**src/rtl/core/tqr_pkg.sv**
```systemverilog
// shared types and codes for the ticket queue with id reuse
`default_nettype none
package tqr_pkg;
	// operation codes carried in the func field
	typedef enum logic [1:0] {
		FN_ISSUE   = 2'd0,
		FN_SERVE   = 2'd1,
		FN_REMOVE  = 2'd2,
		FN_PROMOTE = 2'd3
	} func_t;

	// field widths fixed by the stream format
	localparam int unsigned FUNC_W  = 2;
	localparam int unsigned TID_W   = 8;
	localparam int unsigned RID_W   = 8;
	localparam int unsigned LEN_W   = 9;
	localparam int unsigned IN_TDATA_W  = 16;
	localparam int unsigned OUT_TDATA_W = 24;
	// wide enough to hold any id or count in the parameter range
	localparam int unsigned WIDE_W  = 17;

	// result beat fields before packing
	typedef struct packed {
		logic [RID_W-1:0] result_id;
		logic             ok;
		logic [LEN_W-1:0] line_length;
	} result_t;
endpackage
`default_nettype wire

```
**src/rtl/core/tqr_out_buf.sv**
```systemverilog
// output register holding one result beat until the receiver takes it
`default_nettype none
module tqr_out_buf
	import tqr_pkg::*;
(
	input  wire logic                   clk,
	input  wire logic                   arst_n,
	input  wire logic                   load,
	input  wire result_t                result,
	output logic                        free,
	output logic                        m_axis_tvalid,
	input  wire logic                   m_axis_tready,
	// result_id [7:0], ok [8], line_length [17:9], zero pad [23:18]
	output logic [OUT_TDATA_W-1:0]      m_axis_tdata
);
	logic    valid_q;
	result_t data_q;

	// slot is free when empty or being drained this cycle
	assign free = !valid_q || m_axis_tready;

	always_ff @(posedge clk or negedge arst_n) begin
		if (!arst_n) begin
			valid_q <= 1'b0;
		end else if (load) begin
			valid_q <= 1'b1;
		end else if (m_axis_tready) begin
			valid_q <= 1'b0;
		end
	end

	always_ff @(posedge clk) begin
		if (load) begin
			data_q <= result;
		end
	end

	assign m_axis_tvalid = valid_q;
	assign m_axis_tdata  = {(OUT_TDATA_W-RID_W-1-LEN_W)'(0), data_q.line_length,
		data_q.ok, data_q.result_id};
endmodule
`default_nettype wire

```
**config.mk**
```make
export PLATFORM = sky130hd
export DESIGN_NAME = tqr_out_buf
export DESIGN_NICKNAME = d
export VERILOG_FILES = /design/src/rtl/core/tqr_pkg.sv /design/src/rtl/core/tqr_out_buf.sv
export SDC_FILE = /design/constraint.sdc
export NUM_CORES = 1
export LEC_CHECK = 0
export ABC_AREA = 1
export BUFFER_PORTS_ARGS = -buffer_cell sky130_fd_sc_hd__buf_2
export CELL_PAD_IN_SITES_DETAIL_PLACEMENT = 0
export CELL_PAD_IN_SITES_GLOBAL_PLACEMENT = 2
export CORE_MARGIN = 3
export CORE_UTILIZATION = 23
export CTS_CLUSTER_SIZE = 25
export DETAILED_ROUTE_END_ITERATION = 7
export PLACE_DENSITY_LB_ADDON = 0.25
export REMOVE_ABC_BUFFERS = 1
export SYNTH_ARGS = -nofsm -noshare
export SYNTH_HDL_FRONTEND = slang
export SYNTH_SLANG_ARGS = --single-unit
```
**constraint.sdc**
```tcl
create_clock -name clk -period 0.8 [get_ports clk]
set_clock_uncertainty 0.1 [all_clocks]
set_input_delay 0.04 -clock clk [delete_from_list [all_inputs] [get_ports clk]]
set_output_delay 0.04 -clock clk [all_outputs]
set_load 0.01 [all_outputs]
```
* After elaboration in Yosys (flattened, before gate mapping)
Cells that the tools add are included.
** Cells by class
- Reduce and logical (&&, ||, !) cells :: 3
- Mux-type cells :: 2
** Operators by type and width (count)
- 2-to-1 mux 1 bit :: 2
- nonzero test 2 bit :: 1
- logical NOT 1 bit :: 1
- logical OR 1 bit :: 1
** Word-level totals
- Logic and storage cells :: 9
- Bits in registers :: 19
- Output and inout port bits :: 26
- Input port bits :: 22

* Depth between registers and ports, before layout
Gate-level depths: netlist (run 1).
- Depth after elaboration :: 2
- Depth in mapped cells :: 3
- Gate-level depth less buffers :: 3

* Worst setup path before layout (run 1)
OpenSTA, ideal clock, no wires.
- Path kind :: reg2reg
- Start :: reg m_axis_tvalid (netlist name)
- End :: reg valid_q (netlist: m_axis_tvalid)
- Slack :: 27 ps
- Buffers on the path :: 0
- Required time :: 582 ps
- Setup time :: 118 ps
- Stages on the path, launching flop included :: 3
- Clock period less this slack :: 773 ps
- Data arrival time :: 554 ps
- Cell sequence :: dfrtp_1 -> nand2_2 -> nand2_2
** RTL lines
- end signal, assigned :: RTL line tqr_out_buf.sv:24 : valid_q <= 1'b0;
- end signal, assigned :: RTL line tqr_out_buf.sv:26 : valid_q <= 1'b1;
- end signal, assigned :: RTL line tqr_out_buf.sv:28 : valid_q <= 1'b0;
- end, declared :: RTL line tqr_out_buf.sv:16 : logic valid_q;

* Final worst setup path (run 1)
- Start :: reg valid_q (netlist: m_axis_tvalid)
- End :: out free
** On the way
- Cells in the longest elaborated chain, start to end :: 2
** RTL lines
- logical NOT 1 bit :: RTL line tqr_out_buf.sv:20 : assign free = !valid_q || m_axis_tready;
- logical OR 1 bit :: RTL line tqr_out_buf.sv:20
- end, declared :: RTL line tqr_out_buf.sv:10 : output logic free,
Every way passes these cells.

==> results of run 1 <==
==> per-stage QoR <==
step	std cells	worst slack, ns	hold WS, ns	total power [uW]	TNS, ns
3_5_place_dp	101	0.0939	-0.284	1440	0
3_3_place_gp	101	0.0974	-0.285	1430	0
6_report	126	-0.209	0.0163	1940	-2.80
4_1_cts	126	-0.208	-0.0211	1980	-3.17
2_1_floorplan	29	0.0273	-0.356	1280	0
5_1_grt	126	-0.273	0.0285	2050	-3.89
==> timing repair <==
action,4_1_cts,5_1_grt
buffers inserted,1,0
hold endpoints to repair,20,0
gates resized for setup,1,0
endpoints found under the setup margin,20,21
hold buffers,20,0
pin swaps,1,0
==> placed cells by master (no fill, tap or decap) <==
| cell | instances |
|---|---|
| sky130_fd_sc_hd__dlygate4sd3_1 | 20 |
| sky130_fd_sc_hd__dfrtp_1 | 1 |
| sky130_fd_sc_hd__edfxtp_1 | 18 |
| sky130_fd_sc_hd__conb_1 | 6 |
| sky130_fd_sc_hd__clkbuf_1 | 1 |
| sky130_fd_sc_hd__inv_1 | 2 |
| sky130_fd_sc_hd__buf_4 | 1 |
| sky130_fd_sc_hd__clkbuf_4 | 3 |
| sky130_fd_sc_hd__nand2_2 | 2 |
| sky130_fd_sc_hd__buf_6 | 1 |
| sky130_fd_sc_hd__buf_2 | 40 |
| sky130_fd_sc_hd__buf_12 | 1 |
==> cell type report <==
cell class,instances,area [sq um],area share (%)
Clock buffer,4,26.3,2.36
Inverter,2,7.51,0.676
Multi-Input combinational cell,8,35.0,3.15
Sequential cell,19,566,50.9
Tap cell,30,37.5,3.38
Timing Repair Buffer,63,439,39.5
==> power breakdown <==
group	switching, uW	internal [uW]
combinational	133	171
clock	257	193
sequential	17.9	1170
total	407	1540
==> critical path, delay by kind of cell, from the launching register on <==
kind / cells / cell delay [ns]
DFF: 1 / 0.40
and+or+nand+nor: 1 / 0.08
buffers and inverters: 1 / 0.10
==> per-layer routing <==
layer,track usage (%),up-vias,part of all wire (%)
li1,-,227,-
met1,8.40,203,35
met3,5.04,0,14
met5,0,-,0
met4,1.99,0,0
met2,13.6,31,51
==> flip-flops by register name (all words and copies together), names as in the netlist <==
signal	flops
m_axis_tvalid	1
m_axis_tdata	18
==> cells by family (layout without fill, tap and decap cells) <==
group / Yosys count / in the layout / synth area share [%]
flops: 19 / 19 / 89.2
buf+inv: 8 / 69 / 8.28
simple gates: 2 / 2 / 1.97
other cells: 1 / 6 / 0.591
==> worst max-delay path by stage <==
| stage | start | end | depth (start not counted) |
|---|---|---|---|
| finish | m_axis_tvalid$_DFFE_PN0P_ | free | 2 |
| global route | m_axis_tvalid$_DFFE_PN0P_ | free | 2 |
| CTS | m_axis_tvalid$_DFFE_PN0P_ | free | 2 |
| detailed placement | m_axis_tvalid$_DFFE_PN0P_ | free | 2 |
| global placement | m_axis_tvalid$_DFFE_PN0P_ | free | 2 |
| floorplan | m_axis_tvalid$_DFFE_PN0P_ | m_axis_tvalid$_DFFE_PN0P_ | 2 |
==> metrics.txt, run 1 <==
run status=finished, violations left; violations in the final reports=negative setup slack; Die Span Y=between 50 and 60 um; floorplan die width=between 50 and 60 um; setup slack of the worst register-to-register path=-0.02 ns; number of iterations in the first detailed-routing pass=1; top-area cell type share of the netlist area=between 80% and 90%; cell taking the most area after synthesis=sky130_fd_sc_hd__edfxtp_1; iteration-0 DRC count of the detailed router=0; most used flip-flop cell after synthesis=sky130_fd_sc_hd__edfxtp_1; highest ir drop seen on vdd=0.00113 V; maximum number of pins on one net before global-route repair=20; Reg clk slew, reported paths=0.10 ns; worst path setup slack after routing=-0.209 ns; share of the core filled with cells in the final layout=about 44%; final worst path period need=about 1.0 ns; proportion of synthesized chip area in sequential cells=about nine tenths; largest driver fanout on the critical path=2; post-route antenna net violation count=0; Cells after Synth=30; via-per-instance ratio=3.66; terminating pin of the worst hold path=m_axis_tvalid$_DFFE_PN0P_; Skew-Pair Late Insertion Delay=~0.28 ns; number of standard-cell rows in the floorplan=18; setup repair after global routing missed its margin=yes; Ant. Diodes=0; synthesized area per cell=21.1 sq um; slowest stage cell, crit path=sky130_fd_sc_hd__dfrtp_1; sum of routed wire length over all layers=~1300 um; I/O Buffers=roughly 40; post-layout instance area=approximately 1100 sq um; path category of the worst min-delay check=input pin to flop; reg-to-reg critical path startpoint=m_axis_tvalid$_DFFE_PN0P_; wire length of the first global-routing pass=1960 um; Post-route DRC=0; Area after DPL=871 sq um; Worst setup EP type=output port; count of cell types in the netlist=6; TritonCTS Buffers=3; H-Tree Level Count=1; via count of the first global-routing pass=455; core region area=around 2500 sq um; die area=~3400 sq um; crit start category=flop; fin nets=119; proportion of synthesized flip-flops having asynchronous set or reset=roughly 5.3%; I/O Pins=48; deepest clock path buffer count=2; number of cells traversed by the worst register-to-register path=3; total of fill cells in the finished design=254; hold path cells=5; critical path cell sequence=nand2_2 -> buf_6; synthesized flop and latch total=19; critical path data required time=around 0.66 ns; final hold violations=0; routability congestion estimate=between 0.5 and 0.6; fmax=about 990 MHz; total global routing overflow=0; arrival time at the worst endpoint=between 0.8 and 0.9 ns; Leak=around 0.00050 uW; average detailed-routed wire length per instance=~10 um; Min-Delay Startpoint=m_axis_tready; total routing usage reported by global routing=8.05%; Power per Cell Area=approximately 1700 nW/um^2; most used standard cells in the synthesized netlist=sky130_fd_sc_hd__edfxtp_1, sky130_fd_sc_hd__buf_4, sky130_fd_sc_hd__inv_1, sky130_fd_sc_hd__nand2_2; placed wire-length estimate=roughly 900 um; cell area after technology mapping=~630 sq um; master cell of the clock root buffer=sky130_fd_sc_hd__clkbuf_4; endpoint of the lowest-slack register-to-register path=m_axis_tvalid$_DFFE_PN0P_; initial antenna violation count=0; CP Class=flop to output port; TritonCTS clock tree=built; ratio of final minimum period to clock period=126%; total number of vias=approximately 460; number of synthesis warnings=0; delay of the slowest cell on the worst path=approximately 0.40 ns; number of enable flip-flop cells after synthesis=18; share of cells above drive strength 1=approximately half; Layout area overhead=75.1%; initial core utilization=24.9%; max_cap viols=0; count of clock tree sinks=19; Final Setup Violations=21; final slew viol count=0; most repeated cell in the gate-level netlist after synthesis=sky130_fd_sc_hd__edfxtp_1; top cells by area, synth=sky130_fd_sc_hd__edfxtp_1, sky130_fd_sc_hd__buf_4, sky130_fd_sc_hd__dfrtp_1
No activity file was read; power rests on OpenSTA's default activity.
==> run 2: changes to the inputs <==
--- a/config.mk
+++ b/config.mk
@@ -5,7 +5,6 @@
 export SDC_FILE = /design/constraint.sdc
 export NUM_CORES = 1
 export LEC_CHECK = 0
-export ABC_AREA = 1
 export BUFFER_PORTS_ARGS = -buffer_cell sky130_fd_sc_hd__buf_2
 export CELL_PAD_IN_SITES_DETAIL_PLACEMENT = 0
 export CELL_PAD_IN_SITES_GLOBAL_PLACEMENT = 2
==> metrics.txt, run 2 <==
total global routing overflow=0 (unchanged); CP Class=flop to output port; Die Span Y=58.6 um (+0.18%); post-route antenna net violation count=0 (unchanged); M1 wire length=381 um (-17%); worst path setup slack after routing=-0.212 ns (-0.00305 ns); fin nets=118 (-0.84%); commonest non-fill, non-tap cells in the layout=sky130_fd_sc_hd__buf_2, sky130_fd_sc_hd__dlygate4sd3_1, sky130_fd_sc_hd__edfxtp_1; highest ir drop seen on vdd=0.000865 V (-23%); Cells after Synth=28 (-6.7%); top-area cell type share of the netlist area=84.9% (-0.33 points); Reg clk slew, reported paths=0.10 ns (about the same); ratio of final minimum period to clock period=127% (+0.38 points); share of cells above drive strength 1=51.6% (+1.6 points); post-layout instance area=1120 sq um (+0.90%); final slew viol count=0 (unchanged); iteration-0 DRC count of the detailed router=1 (+1); H-Tree Level Count=1 (unchanged); Skew-Pair Late Insertion Delay=0.28 ns (about the same); number of flip-flops under the largest register name=18 (unchanged); initial core utilization=25.0% (+0.098 points); total of fill cells in the finished design=248 (-2.4%); Worst setup EP type=output port; violations in the final reports=negative setup slack; total chip power=1950 uW (+0.32%); count of clock tree sinks=19 (unchanged); most used standard cells in the synthesized netlist=sky130_fd_sc_hd__edfxtp_1, sky130_fd_sc_hd__buf_4; proportion of synthesized flip-flops having asynchronous set or reset=5.26% (unchanged); count of cell types in the netlist=6 (unchanged); setup repair after global routing missed its margin=yes; cell taking the most area after synthesis=sky130_fd_sc_hd__edfxtp_1; reg-to-reg critical path startpoint=m_axis_tvalid$_DFFE_PN0P_; crit start category=flop; TritonCTS clock tree=built; final hold violations=0 (unchanged); Ant. Diodes=0 (unchanged); number of synthesis warnings=0 (unchanged); TritonCTS Buffers=3 (unchanged); total routing usage reported by global routing=7.08% (-0.96 points); core region area=2540 sq um (unchanged); proportion of synthesized chip area in sequential cells=88.8% (-0.35 points); die area=3440 sq um (+0.36%); routability congestion estimate=0.558 (-6.8%); WHS=0.0406 ns (+0.0243 ns); Compound-Gate Fraction of Synth Area=0% (unchanged); via count of the first global-routing pass=423 (-7.0%); most used flip-flop cell after synthesis=sky130_fd_sc_hd__edfxtp_1; I/O Buffers=41 (unchanged); via-per-instance ratio=3.70 (+1.2%); post-synthesis simple-gate area fraction=3.54% (+1.6 points); average detailed-routed wire length per instance=9.41 um (-9.7%); part of the total power dissipated in sequential elements=61.0% (-0.2 points); arrival time at the worst endpoint=0.87 ns (about the same); number of standard-cell rows in the floorplan=18 (unchanged); share of power burned in the clock network=23.3% (+0.2 points); Internal Power=1540 uW (+0.46%); I/O Pins=48 (unchanged); proportion of power drawn by combinational gates=15.7% (about the same); worst slack at placement=0.0663 ns (-0.0275 ns); P_sw=406 uW (-0.22%); met2 routed wirelength=618 um (-6.9%); fmax=988 MHz (-0.30%); wire length of the first global-routing pass=1760 um (-10%); number of iterations in the first detailed-routing pass=2 (+1); max_cap viols=0 (unchanged); Power per Cell Area=1740 nW/um^2 (-0.58%); master cell of the clock root buffer=sky130_fd_sc_hd__clkbuf_4; run status=finished, violations left; critical path data required time=0.66 ns (about the same); top cells by area, synth=sky130_fd_sc_hd__edfxtp_1, sky130_fd_sc_hd__buf_4, sky130_fd_sc_hd__dfrtp_1; number of enable flip-flop cells after synthesis=18 (unchanged); synthesized flop and latch total=19 (unchanged); Area after DPL=873 sq um (+0.29%); maximum number of pins on one net before global-route repair=20 (unchanged); Leak=0.000498 uW (about the same); Critical Path Start=m_axis_tvalid$_DFFE_PN0P_; floorplan die width=58.6 um (+0.18%); sum of routed wire length over all layers=1180 um (-10%); length of routed met3 wiring=176 um (-6.9%); initial antenna violation count=0 (unchanged); multiplexer share of the synthesized area=0% (unchanged); total number of vias=463 (+0.43%); switching part of the total power=20.8% (-0.11 points); Final Setup Violations=21 (unchanged); Layout area overhead=76.0%; largest driver fanout on the critical path=2 (unchanged); deepest clock path buffer count=2 (unchanged); share of the core filled with cells in the final layout=44.1% (+0.39 points); Min-Delay Startpoint=load; cell area after technology mapping=637 sq um (+0.39%); path category of the worst min-delay check=input pin to flop; combinational family with the most area after synthesis=buffers and inverters; adder-cell share of the synthesized area=0% (unchanged); most common cell after layout, fill and taps aside=sky130_fd_sc_hd__buf_2; XOR/XNOR share of the synthesized area=0% (unchanged); top layer used by detailed routing=met3; most repeated cell in the gate-level netlist after synthesis=sky130_fd_sc_hd__edfxtp_1; Post-route DRC=0 (unchanged); final worst path period need=1.01 ns (+0.00305 ns); synthesized area per cell=22.7 sq um (+7.6%)
-- run 2: cell types whose count changed after synthesis, sizes merged --
cell and delta:
inv -2, nand2 -2, nand2b +2
-- run 2: power by group through the flow --
stage / logic (uW) / registers, uW / clock network [uW]
floorplan: 23.9 / 1260 / 0
global placement: 221 / 1210 / 0
detailed placement: 223 / 1210 / 0
CTS: 306 / 1190 / 479
global route: 334 / 1200 / 529
finish: 306 / 1190 / 454
-- run 2: through the flow --
| step | TNS (ns) | instances |
|---|---|---|
| after detailed placement | 0 | 99 |
| final | -2.91 | 125 |
| after CTS | -3.22 | 124 |
| after floorplan | 0 | 27 |
| after global routing | -4.04 | 125 |
| after global placement | 0 | 99 |
-- run 2: final timing paths --
| path | to | slack [ns] | depth (start not counted) |
|---|---|---|---|
| hold reg to reg | m_axis_tvalid$_DFFE_PN0P_ | 0.66 | 4 |
| setup / recovery | free | -0.21 | 2 |
| min in group asynchronous | m_axis_tvalid$_DFFE_PN0P_ | 0.46 | 3 |
| hold / removal | m_axis_tdata[17]$_DFFE_PP_ | 0.04 | 2 |
| setup reg to reg | m_axis_tvalid$_DFFE_PN0P_ | -0.13 | 4 |
| max in group asynchronous | m_axis_tvalid$_DFFE_PN0P_ | 0.04 | 3 |
-- run 2: logic make-up (layout without fill, tap and decap cells) --
family | count (synthesis) | after routing
flip-flops | 19 | 19
buffers and inverters | 6 | 68
other | 1 | 6
AND/OR/NAND/NOR | 2 | 2
-- run 2: routing by layer --
layer / track usage, % / vias to the layer above
met5: 0 / -
met2: 12.0 / 28
li1: - / 224
met1: 7.23 / 211
met4: 4.85 / 0
met3: 2.63 / 0
-- run 2: critical path: stages (launching register included) --
cell,delay [ns]
sky130_fd_sc_hd__dfrtp_1,0.42
sky130_fd_sc_hd__nand2b_4,0.08
sky130_fd_sc_hd__buf_6,0.09
-- run 2: what timing repair did --
item	4_1_cts	5_1_grt
hold endpoints to repair	20	0
hold buffers	20	0
setup endpoints to repair	20	21
resized for setup	1	0
cloned	0	0
buffers inserted	1	1
-- run 2: cell type report --
class	instances	area [sq um]	share of cell area, %
flip-flops and latches	19	566	50.4
repair buffers	64	447	39.8
multi-input cells	8	45.0	4.02
well taps	30	37.5	3.35
clock buffers	4	26.3	2.34
==> run 3: changes to the inputs <==
--- a/config.mk
+++ b/config.mk
@@ -5,6 +5,7 @@
 export SDC_FILE = /design/constraint.sdc
 export NUM_CORES = 1
 export LEC_CHECK = 0
+export ABC_AREA = 1
 export BUFFER_PORTS_ARGS = -buffer_cell sky130_fd_sc_hd__buf_2
 export CELL_PAD_IN_SITES_DETAIL_PLACEMENT = 0
 export CELL_PAD_IN_SITES_GLOBAL_PLACEMENT = 2
@@ -13,6 +14,7 @@
 export CTS_CLUSTER_SIZE = 25
 export DETAILED_ROUTE_END_ITERATION = 7
 export PLACE_DENSITY_LB_ADDON = 0.25
+export RECOVER_POWER = 50
 export REMOVE_ABC_BUFFERS = 1
 export SYNTH_ARGS = -nofsm -noshare
 export SYNTH_HDL_FRONTEND = slang
==> metrics.txt, run 3 (synthesized netlist as in run 1, its figures left out) <==
via-per-instance ratio=3.65 (-1.4%); ratio of final minimum period to clock period=126% (-0.38 points); Final Setup Violations=21 (unchanged); max_cap viols=0 (unchanged); CP Class=flop to output port; final non-filler cell total=126 (+0.80%); most common cell after layout, fill and taps aside=sky130_fd_sc_hd__buf_2; number of cells traversed by the worst register-to-register path=3 (-1); setup TNS after final layout=-2.80 ns (+0.112 ns); fin nets=119 (+0.85%); average detailed-routed wire length per instance=10.4 um (+11%); crit start category=flop; deepest clock path buffer count=2 (unchanged); critical path data required time=0.66 ns (about the same); largest driver fanout on the critical path=2 (unchanged); iteration-0 DRC count of the detailed router=0 (-1); I/O Buffers=41 (unchanged); setup repair after global routing missed its margin=yes; I/O Pins=48 (unchanged); number of placed instances with taps included=101 (+2.0%); post-route antenna net violation count=0 (unchanged); switching part of the total power=20.9% (+0.083 points); Worst setup EP type=output port; highest ir drop seen on vdd=0.00110 V (+27%); maximum number of pins on one net before global-route repair=20 (unchanged); setup slack of the worst register-to-register path=-0.02 ns (+0.11 ns); endpoint of the lowest-slack register-to-register path=m_axis_tvalid$_DFFE_PN0P_; die area=3420 sq um (-0.36%); final slew viol count=0 (unchanged); commonest non-fill, non-tap cells in the layout=sky130_fd_sc_hd__buf_2, sky130_fd_sc_hd__dlygate4sd3_1, sky130_fd_sc_hd__edfxtp_1; critical path cell sequence=nand2_2 -> buf_6; master cell of the clock root buffer=sky130_fd_sc_hd__clkbuf_4; path category of the worst min-delay check=input pin to flop; TritonCTS Buffers=3 (unchanged); number of flip-flops under the largest register name=18 (unchanged); initial antenna violation count=0 (unchanged); Reg clk slew, reported paths=0.10 ns (about the same); Leak=0.000493 uW (-0.96%); total chip power=1930 uW (-0.87%); TritonCTS clock tree=built; violations in the final reports=negative setup slack; H-Tree Level Count=1 (unchanged); Internal Power=1530 uW (-0.97%); sum of routed wire length over all layers=1320 um (+12%); number of standard-cell rows in the floorplan=18 (unchanged); reg-to-reg critical path startpoint=m_axis_tvalid$_DFFE_PN0P_; total global routing overflow=0 (unchanged); share of cells above drive strength 1=50.0% (-1.6 points); count of clock tree sinks=19 (unchanged); total number of vias=460 (-0.65%); initial core utilization=24.9% (-0.098 points); core region area=2540 sq um (unchanged); Post-route DRC=0 (unchanged); delay of the slowest cell on the worst path=0.40 ns (-0.02 ns); placed wire-length estimate=between 900 and 1000 um; floorplan die width=58.5 um (-0.18%); proportion of power drawn by combinational gates=15.2% (-0.5 points); terminating pin of the worst hold path=m_axis_tvalid$_DFFE_PN0P_; Layout area overhead=72.8%; total routing usage reported by global routing=8.05% (+0.96 points); Die Span Y=58.5 um (-0.18%); via count of the first global-routing pass=455 (+7.6%); routability congestion estimate=0.599 (+7.3%); hold path cells=5 (+3); run status=finished, violations left; wire length of the first global-routing pass=1960 um (+11%); final worst path period need=1.01 ns (-0.00307 ns); Min-Delay Startpoint=m_axis_tready; worst path setup slack after routing=-0.209 ns (+0.00306 ns); Skew-Pair Late Insertion Delay=0.28 ns (about the same); Power per Cell Area=1760 nW/um^2 (+1.4%); number of iterations in the first detailed-routing pass=1 (-1); slowest stage cell, crit path=sky130_fd_sc_hd__dfrtp_1; part of the total power dissipated in sequential elements=61.6% (+0.6 points); final hold violations=0 (unchanged); Ant. Diodes=0 (unchanged); arrival time at the worst endpoint=0.87 ns (about the same); fmax=991 MHz (+0.30%); share of power burned in the clock network=23.2% (about the same); P_sw=404 uW (-0.47%)
## run 3: cell types whose count changed in the layout (fill, tap and decap cells not counted)
cell / before / now
sky130_fd_sc_hd__nand2b_2: 1 / 0
sky130_fd_sc_hd__buf_4: 2 / 1
sky130_fd_sc_hd__buf_12: 1 / 0
sky130_fd_sc_hd__clkbuf_2: 0 / 1
sky130_fd_sc_hd__nand2b_4: 1 / 0
sky130_fd_sc_hd__inv_1: 0 / 2
sky130_fd_sc_hd__nand2_2: 0 / 2
## run 3: how the worst max path moves through the flow
stage / slack [ns] / to / cells after the start / start
floorplan: 0.03 / m_axis_tvalid$_DFFE_PN0P_ / 2 / m_axis_tvalid$_DFFE_PN0P_
global placement: 0.1 / free / 2 / m_axis_tvalid$_DFFE_PN0P_
detailed placement: 0.09 / free / 2 / m_axis_tvalid$_DFFE_PN0P_
CTS: -0.21 / free / 2 / m_axis_tvalid$_DFFE_PN0P_
global route: -0.27 / free / 2 / m_axis_tvalid$_DFFE_PN0P_
finish: -0.21 / free / 2 / m_axis_tvalid$_DFFE_PN0P_
## run 3: area by class of cell
type	count	area, sq um
multi-input cells	8	35.0
flip-flops and latches	19	566
clock buffers	4	26.3
well taps	30	37.5
repair buffers	63	424
inverters	2	7.51
fillers	255	1450
## run 3: worst max-delay path, delay by kind of cell (launching register included)
family                 cells  cell delay (ns)
buffers and inverters      1             0.10
flip-flops                 1             0.40
AND/OR/NAND/NOR            1             0.08
## run 3: through the flow
step	worst slack (ns)	util, %	area, sq um	hold slack, ns
6_report	-0.209	43.1	1100	0.0168
5_1_grt	-0.273	43.1	1100	0.0285
2_1_floorplan	0.0273	-	608	-0.356
3_5_place_dp	0.0939	34.2	871	-0.284
3_3_place_gp	0.0974	34.2	871	-0.285
4_1_cts	-0.208	43.7	1110	-0.0211
## run 3: power groups by stage
stage	logic [uW]	registers (uW)	clock network, uW
after detailed placement	222	1210	0
after global placement	219	1210	0
after global routing	321	1200	521
final	294	1190	449
after CTS	306	1190	480
after floorplan	22.0	1260	0
## run 3: layer usage
layer  track usage [%]  share of wire (%)  vias up
met3              5.04                 14        0
met4              1.99                  0        0
li1                  -                  -      225
met1              8.40                 35      204
met2              13.6                 51       31
met5                 0                  0        -
## run 3: timing repair
item                                    in CTS  in global routing
hold endpoints to repair                    20                  0
setup buffers                                1                  0
resized for setup                            1                  0
hold buffers                                20                  0
pin swaps                                    1                  0
endpoints found under the setup margin      20                 21
